$ cat config.mk
export PLATFORM = sky130hd
export DESIGN_NAME = double_ended_queue_unit
export DESIGN_NICKNAME = d
export VERILOG_FILES = /design/src/design/deq_pkg.sv /design/src/design/double_ended_queue_unit.sv /design/src/design/deq_store.sv
export SDC_FILE = /design/constraint.sdc
export NUM_CORES = 1
export LEC_CHECK = 0
export ABC_AREA = 1
export BUFFER_PORTS_ARGS = -buffer_cell sky130_fd_sc_hd__buf_2
export CAP_MARGIN = 10
export CORE_ASPECT_RATIO = 1.4
export CORE_MARGIN = 2
export CORE_UTILIZATION = 35
export CTS_CLUSTER_SIZE = 24
export DETAILED_ROUTE_END_ITERATION = 8
export PLACE_DENSITY = 0.47
export SLEW_MARGIN = 20
export SYNTH_ARGS = -nofsm -noshare
export SYNTH_HDL_FRONTEND = slang
export SYNTH_SLANG_ARGS = --single-unit
$ cat constraint.sdc
create_clock -name clk -period 8.7 [get_ports clk]
set_clock_uncertainty 0.1 [all_clocks]
set_input_delay 1.74 -clock clk [delete_from_list [all_inputs] [get_ports clk]]
set_output_delay 1.74 -clock clk [all_outputs]
set_load 0.02 [all_outputs]
$ cat src/design/deq_pkg.sv
// Shared types, sizes and a ring index helper for the double-ended queue unit.
package deq_pkg;

    localparam int DEPTH = 16;
    localparam int IDX_W = (DEPTH > 1) ? $clog2(DEPTH) : 1;
    localparam int CNT_W = IDX_W + 1;
    localparam int DATA_W = 32;

    localparam logic [CNT_W-1:0] FULL_COUNT = CNT_W'(DEPTH);
    localparam logic [IDX_W-1:0] LAST_SLOT = IDX_W'(DEPTH - 1);

    typedef enum logic [2:0] {
        OP_PUSH_BACK  = 3'd0,
        OP_PUSH_FRONT = 3'd1,
        OP_POP_BACK   = 3'd2,
        OP_POP_FRONT  = 3'd3,
        OP_DUMP       = 3'd4
    } opcode_t;

    typedef enum logic [1:0] {
        ST_OK    = 2'd0,
        ST_EMPTY = 2'd1,
        ST_FULL  = 2'd2
    } status_t;

    typedef enum logic [1:0] {
        S_IDLE,
        S_POP,
        S_DUMP
    } state_t;

    typedef struct packed {
        logic              en;
        logic [IDX_W-1:0]  addr;
        logic [DATA_W-1:0] data;
    } deq_wr_t;

    typedef struct packed {
        logic             en;
        logic [IDX_W-1:0] addr;
    } deq_rd_t;

    function automatic logic [IDX_W-1:0] ring_slot(
        input logic [IDX_W-1:0] front,
        input logic [IDX_W-1:0] offset
    );
        logic [IDX_W:0] sum;
        begin
            sum = {1'b0, front} + {1'b0, offset};
            if (sum >= (IDX_W+1)'(DEPTH))
            begin
                sum = sum - (IDX_W+1)'(DEPTH);
            end
            return sum[IDX_W-1:0];
        end
    endfunction

endpackage

$ cat src/design/double_ended_queue_unit.sv
// Top level of the double-ended queue unit: control, ring indexes and result register.
//
//   port group   direction  qualifier      contents
//   command      in         start & !busy  opcode, push_value
//   result       out        done           status, out_value, last
//
// A push or a rejected command gives its result in the cycle after acceptance;
// busy stays low, so the next command may follow at once.
// A pop reads its entry into the store's read data register, then S_POP moves it to the result register.
// A dump holds busy until its last entry is read and streams one entry per cycle from the read port.
// Reset clears front index and count; the store itself is not cleared.
// The receiver cannot stall: each result stands on the ports for one cycle.
module double_ended_queue_unit
    import deq_pkg::*;
(
    input  logic                     clk,
    input  logic                     rst_n,
    input  logic                     start,
    output logic                     busy,
    input  logic [2:0]               opcode,
    input  logic signed [DATA_W-1:0] push_value,
    output logic                     done,
    output logic [1:0]               status,
    output logic signed [DATA_W-1:0] out_value,
    output logic                     last
);

    state_t             state_reg, state_next;
    logic [IDX_W-1:0]   front_reg, front_next;
    logic [CNT_W-1:0]   count_reg, count_next;
    logic [IDX_W-1:0]   idx_reg, idx_next;
    logic               done_reg, done_next;
    status_t            status_reg, status_next;
    logic [DATA_W-1:0]  value_reg, value_next;
    logic               last_reg, last_next;

    deq_wr_t            wr;
    deq_rd_t            rd;
    logic [DATA_W-1:0]  rd_data;

    logic               accept;
    logic               is_empty;
    logic               is_full;
    logic               dump_last;
    logic [IDX_W-1:0]   back_off;

    deq_store u_store (
        .clk     (clk),
        .wr      (wr),
        .rd      (rd),
        .rd_data (rd_data)
    );

    assign accept    = start && (state_reg == S_IDLE);
    assign is_empty  = (count_reg == '0);
    assign is_full   = (count_reg == FULL_COUNT);
    assign back_off  = count_reg[IDX_W-1:0] - IDX_W'(1);
    assign dump_last = (({1'b0, idx_reg} + CNT_W'(1)) == count_reg);

    always_ff @(posedge clk or negedge rst_n)
    begin
        if (!rst_n)
        begin
            state_reg <= S_IDLE;
            front_reg <= '0;
            count_reg <= '0;
            idx_reg   <= '0;
            done_reg  <= 1'b0;
        end
        else
        begin
            state_reg <= state_next;
            front_reg <= front_next;
            count_reg <= count_next;
            idx_reg   <= idx_next;
            done_reg  <= done_next;
        end
    end

    always_ff @(posedge clk)
    begin
        status_reg <= status_next;
        value_reg  <= value_next;
        last_reg   <= last_next;
    end

    always_comb
    begin
        state_next  = state_reg;
        front_next  = front_reg;
        count_next  = count_reg;
        idx_next    = idx_reg;
        done_next   = 1'b0;
        status_next = ST_OK;
        value_next  = '0;
        last_next   = 1'b1;
        wr.en       = 1'b0;
        wr.addr     = ring_slot(front_reg, count_reg[IDX_W-1:0]);
        wr.data     = push_value;
        rd.en       = 1'b0;
        rd.addr     = ring_slot(front_reg, '0);

        unique case (state_reg)
            S_IDLE:
            begin
                if (accept)
                begin
                    unique case (opcode)
                        OP_PUSH_BACK, OP_PUSH_FRONT:
                        begin
                            done_next = 1'b1;
                            if (is_full)
                            begin
                                status_next = ST_FULL;
                            end
                            else
                            begin
                                wr.en      = 1'b1;
                                count_next = count_reg + CNT_W'(1);
                                if (opcode == OP_PUSH_FRONT)
                                begin
                                    front_next = (front_reg == '0) ? LAST_SLOT
                                                 : front_reg - IDX_W'(1);
                                    wr.addr    = front_next;
                                end
                            end
                        end
                        OP_POP_BACK, OP_POP_FRONT:
                        begin
                            if (is_empty)
                            begin
                                done_next   = 1'b1;
                                status_next = ST_EMPTY;
                            end
                            else
                            begin
                                rd.en      = 1'b1;
                                count_next = count_reg - CNT_W'(1);
                                state_next = S_POP;
                                if (opcode == OP_POP_BACK)
                                begin
                                    rd.addr = ring_slot(front_reg, back_off);
                                end
                                else
                                begin
                                    front_next = ring_slot(front_reg, IDX_W'(1));
                                end
                            end
                        end
                        OP_DUMP:
                        begin
                            if (is_empty)
                            begin
                                done_next   = 1'b1;
                                status_next = ST_EMPTY;
                            end
                            else
                            begin
                                rd.en      = 1'b1;
                                idx_next   = '0;
                                state_next = S_DUMP;
                            end
                        end
                        default:
                        begin
                            done_next = 1'b0;
                        end
                    endcase
                end
            end
            S_POP:
            begin
                done_next  = 1'b1;
                value_next = rd_data;
                state_next = S_IDLE;
            end
            S_DUMP:
            begin
                done_next  = 1'b1;
                value_next = rd_data;
                last_next  = dump_last;
                if (dump_last)
                begin
                    state_next = S_IDLE;
                end
                else
                begin
                    idx_next = idx_reg + IDX_W'(1);
                    rd.en    = 1'b1;
                    rd.addr  = ring_slot(front_reg, idx_next);
                end
            end
            default:
            begin
                state_next = S_IDLE;
            end
        endcase
    end

    assign busy      = (state_reg != S_IDLE);
    assign done      = done_reg;
    assign status    = status_reg;
    assign out_value = value_reg;
    assign last      = last_reg;

endmodule

$ cat src/design/deq_store.sv
// Ring store: one write port, one read port with registered read data.
module deq_store
    import deq_pkg::*;
(
    input  logic                clk,
    input  deq_wr_t             wr,
    input  deq_rd_t             rd,
    output logic [DATA_W-1:0]   rd_data
);

    logic [DATA_W-1:0] mem [DEPTH];
    logic [DATA_W-1:0] rd_data_reg;

    always_ff @(posedge clk)
    begin
        if (wr.en)
        begin
            mem[wr.addr] <= wr.data;
        end
    end

    always_ff @(posedge clk)
    begin
        if (rd.en)
        begin
            rd_data_reg <= mem[rd.addr];
        end
    end

    assign rd_data = rd_data_reg;

endmodule
==> results.toml <==
[clocking]
clkLatencyLatePin_ps = 650
post_cts_resized = 0
cts.hold.buffers_added = 0
clock_tree.htree_level_count = 2
post-cts-setup-buffer-count = 0
clockRootBuffer = "sky130_fd_sc_hd__clkbuf_16"
cts_made_buffers = 60
numClockSinks = 595
cts.clk_slew.worst_paths_ps = 60
tritoncts = "done"
clock_path_buffers = 3

[power]
power_leakage_nw = 12.6
p_per_area_mw_per_mm2 = 399
vdd_drop_max_v = 0.000540

[detailed_routing]
avgRoutedWirePerCell_um = 21.0
via_count = 17700
antenna_violating_nets_left = 0
finalWirelength_mm = 75.0
top_layer = "met5"
amount_of_wire_on_met3_after_detailed_routing_mm = 4.16
drc = 0
firstDrtPassIters = 7
drt_iter0_drc = 1237
detailroute.wirelength.met2_mm = 37.2
routedLengthMet1_mm = 31.7
routed_via_density = 4.96

[worst_setup_path]
critPathBufInv = 3
r2r_start = "idx_reg[0]$_DFFE_PN0P_"
critPathCaptureType = "register"
crit_path_start_kind = "input pin"
worstPathRequired_ps = 9100
reg_to_reg_slack_setup_ps = 4100
crit_path_frequent_cell = "sky130_fd_sc_hd__nand3_1"
cpPeakStageDelay_ps = 910
gate_family_responsible_for_the_most_delay_along_the_worst_path = "buffers and inverters"
worst-endpoint-arrival_ps = 5110
crit_path_top_delay_cell = "sky130_fd_sc_hd__buf_4"
worst-path-max-fanout = 68
crit-reg2reg-capture = "u_store.rd_data[15]$_DFFE_PP_"
critical_path_class = "input pin to register"
worstPathCellList = "buf_2, nor3_1, nand3_1, nand2_1, nor2_1, nor2_1, nand3_1, nand2_4, buf_4, buf_4, nand3_1, nand3_1, nand3_1, nand2_1"
worstRegToRegCells = 17

[global_route]
vias_in_the_first_global_route = 17600
grt_start_max_net_pins = 162
grt_util_all_layers = 0.193
global_route_total_overflow = 0
number_of_antenna_violations_at_the_first_check_in_global_routing = 3
grt_first_pass_wirelength_mm = 112

[finish]
area_delta_synth_final_pct = 12.7
final_common_cell = "sky130_fd_sc_hd__nand3_1"
layout.cells.most_common_list = "sky130_fd_sc_hd__nand3_1, sky130_fd_sc_hd__edfxtp_1, sky130_fd_sc_hd__inv_1, sky130_fd_sc_hd__nand2_1, sky130_fd_sc_hd__buf_2"
final_nets = 2619
drive_above_1_share = 0.0921
largest_register_ff_count = 512
instances_no_fill = 3576

[place]
dpl.cell_count = 3463
portBuffers = 74
dpl.hpwl_mm = 37.3
globalplace.congestion = 0.821

[die]
ios = 75
floorplan.die.height_um = 329
rows = 119
design.die.area_sq_mm = 0.0776
floorplan.initialDensity = 0.352
area_of_the_core_sq_mm = 0.0749
die_w_um = 236

[sta]
finalMaxSlewViolations = 0
final_count_of_negative_setup_slack_endpoints = 0
final-hold-violation-count = 0
grt_setup_unrepaired = "false"
final_critical_path_required_period_ps = 4710
max_freq_ghz = 0.212
layout_worst_path_cycle_share = 0.541
worst_pin_slew_ps = 1040
max_slew_margin = 0.305
setup_total_negative_slack_ps = 0

[min_path]
worstHoldPathType = "register to register"
hp-start = "u_store.rd_data[1]$_DFFE_PP_"
worstHoldPathCells = 2
whs_endpoint = "out_value[1]$_SDFF_PN0_"

[yosys]
synth_cell_type_count = 33
synth_register_bits = 595
synth_area_per_cell_sq_um = 10.5
mappedNetlistNets = 2580
synth-seq-area-share = 0.661
synth_cells = 2518
count_of_yosys_warnings_during_synthesis = 0
post_synth_instance_area_sq_mm = 0.0264

[status]
status = "completed"

[job]
max_cap_viol_count = 0
-- per-stage QoR --
step | total power [mW] | setup WS, ps | hold WS [ps] | area (sq um) | utilization
after floorplan | 7.56 | 3350 | 306 | 26400 | -
after global placement | 9.30 | 3370 | 333 | 27700 | 0.370
after detailed placement | 9.33 | 3370 | 325 | 27700 | 0.370
after CTS | 12.0 | 4050 | 337 | 29700 | 0.397
after global routing | 12.6 | 3750 | 356 | 29700 | 0.397
final | 11.9 | 3990 | 331 | 29700 | 0.397
-- tightest hold or removal path, stage by stage (launching register included) --
cell                       delay [ps]
sky130_fd_sc_hd__edfxtp_1         320
sky130_fd_sc_hd__nand2_1           50
sky130_fd_sc_hd__inv_1             40
-- area by class of cell --
class | count | area (sq um)
fill | 7291 | 45200
sequential | 595 | 17400
multi-input combinational | 1260 | 6420
inverter | 531 | 2000
clock buffer | 79 | 1660
tap | 968 | 1210
timing repair buffer | 109 | 671
clock inverter | 33 | 337
antenna | 1 | 2.50
-- Yosys cell counts --
cell type / n / area (sq um)
sky130_fd_sc_hd__nand2_1: 418 / 1570
sky130_fd_sc_hd__nand4_2: 1 / 12.5
sky130_fd_sc_hd__nor3_1: 5 / 25.0
sky130_fd_sc_hd__clkbuf_1: 27 / 101
sky130_fd_sc_hd__xnor2_1: 8 / 70.1
sky130_fd_sc_hd__o31ai_1: 3 / 22.5
sky130_fd_sc_hd__nand3_2: 1 / 10.0
sky130_fd_sc_hd__nand2_2: 2 / 12.5
sky130_fd_sc_hd__edfxtp_1: 544 / 16300
sky130_fd_sc_hd__o21ai_1: 2 / 10.0
sky130_fd_sc_hd__o21ai_0: 22 / 110
sky130_fd_sc_hd__o21a_1: 1 / 7.51
sky130_fd_sc_hd__nand4_1: 6 / 37.5
sky130_fd_sc_hd__inv_2: 2 / 7.51
sky130_fd_sc_hd__dfrtp_1: 16 / 400
sky130_fd_sc_hd__buf_2: 83 / 415
sky130_fd_sc_hd__nand3_1: 631 / 3160
sky130_fd_sc_hd__xor2_1: 9 / 78.8
sky130_fd_sc_hd__fa_1: 4 / 80.1
sky130_fd_sc_hd__buf_1: 4 / 15.0
sky130_fd_sc_hd__nand3b_1: 65 / 488
sky130_fd_sc_hd__dfxtp_1: 35 / 701
sky130_fd_sc_hd__o22ai_1: 1 / 6.26
sky130_fd_sc_hd__a211oi_1: 1 / 7.51
sky130_fd_sc_hd__nor2_1: 45 / 169
sky130_fd_sc_hd__buf_6: 18 / 203
sky130_fd_sc_hd__ha_1: 20 / 250
sky130_fd_sc_hd__nor2_2: 2 / 12.5
sky130_fd_sc_hd__a21oi_1: 10 / 50.1
sky130_fd_sc_hd__a21o_1: 1 / 7.51
sky130_fd_sc_hd__inv_1: 529 / 1990
sky130_fd_sc_hd__o211ai_1: 1 / 7.51
sky130_fd_sc_hd__a2111oi_0: 1 / 8.76
-- power by group --
part / leakage [nW] / switching, mW / total, mW / internal, mW
clock: 0.985 / 1.13 / 2.65 / 1.52
combinational: 6.21 / 4.07 / 5.60 / 1.53
sequential: 5.39 / 0.122 / 3.62 / 3.50
total: 12.6 / 5.32 / 11.9 / 6.55
-- per-layer routing --
| metal | vias to the layer above | track usage |
|---|---|---|
| met5 | - | 0 |
| met4 | 4 | 0.0618 |
| met3 | 124 | 0.0289 |
| met2 | 520 | 0.338 |
| met1 | 8703 | 0.246 |
| li1 | 8388 | - |
-- cell families (layout without fill, tap and decap cells) --
logic type               after synthesis  count (layout)  synth area share
adder cells (fa/ha/maj)               24              24            0.0125
XOR/XNOR                              17              17           0.00565
other                                  0               1                 0
buffers and inverters                663             752             0.103
AO/OA/AOI/OAI                         43              43           0.00901
AND/OR/NAND/NOR                     1176            1176             0.208
flip-flops                           595             595             0.661
-- worst max-delay path by stage --
stage / from / endpoint / slack (ps) / depth (start not counted)
CTS: opcode[0] / u_store.rd_data[15]$_DFFE_PP_ / 4050 / 14
global route: opcode[1] / u_store.rd_data[14]$_DFFE_PP_ / 3750 / 15
global placement: opcode[0] / u_store.rd_data[4]$_DFFE_PP_ / 3370 / 14
detailed placement: opcode[0] / u_store.rd_data[18]$_DFFE_PP_ / 3370 / 14
finish: opcode[0] / u_store.rd_data[10]$_DFFE_PP_ / 3990 / 14
floorplan: opcode[1] / u_store.rd_data[0]$_DFFE_PP_ / 3350 / 4
Power figures use the tool's default switching activity.
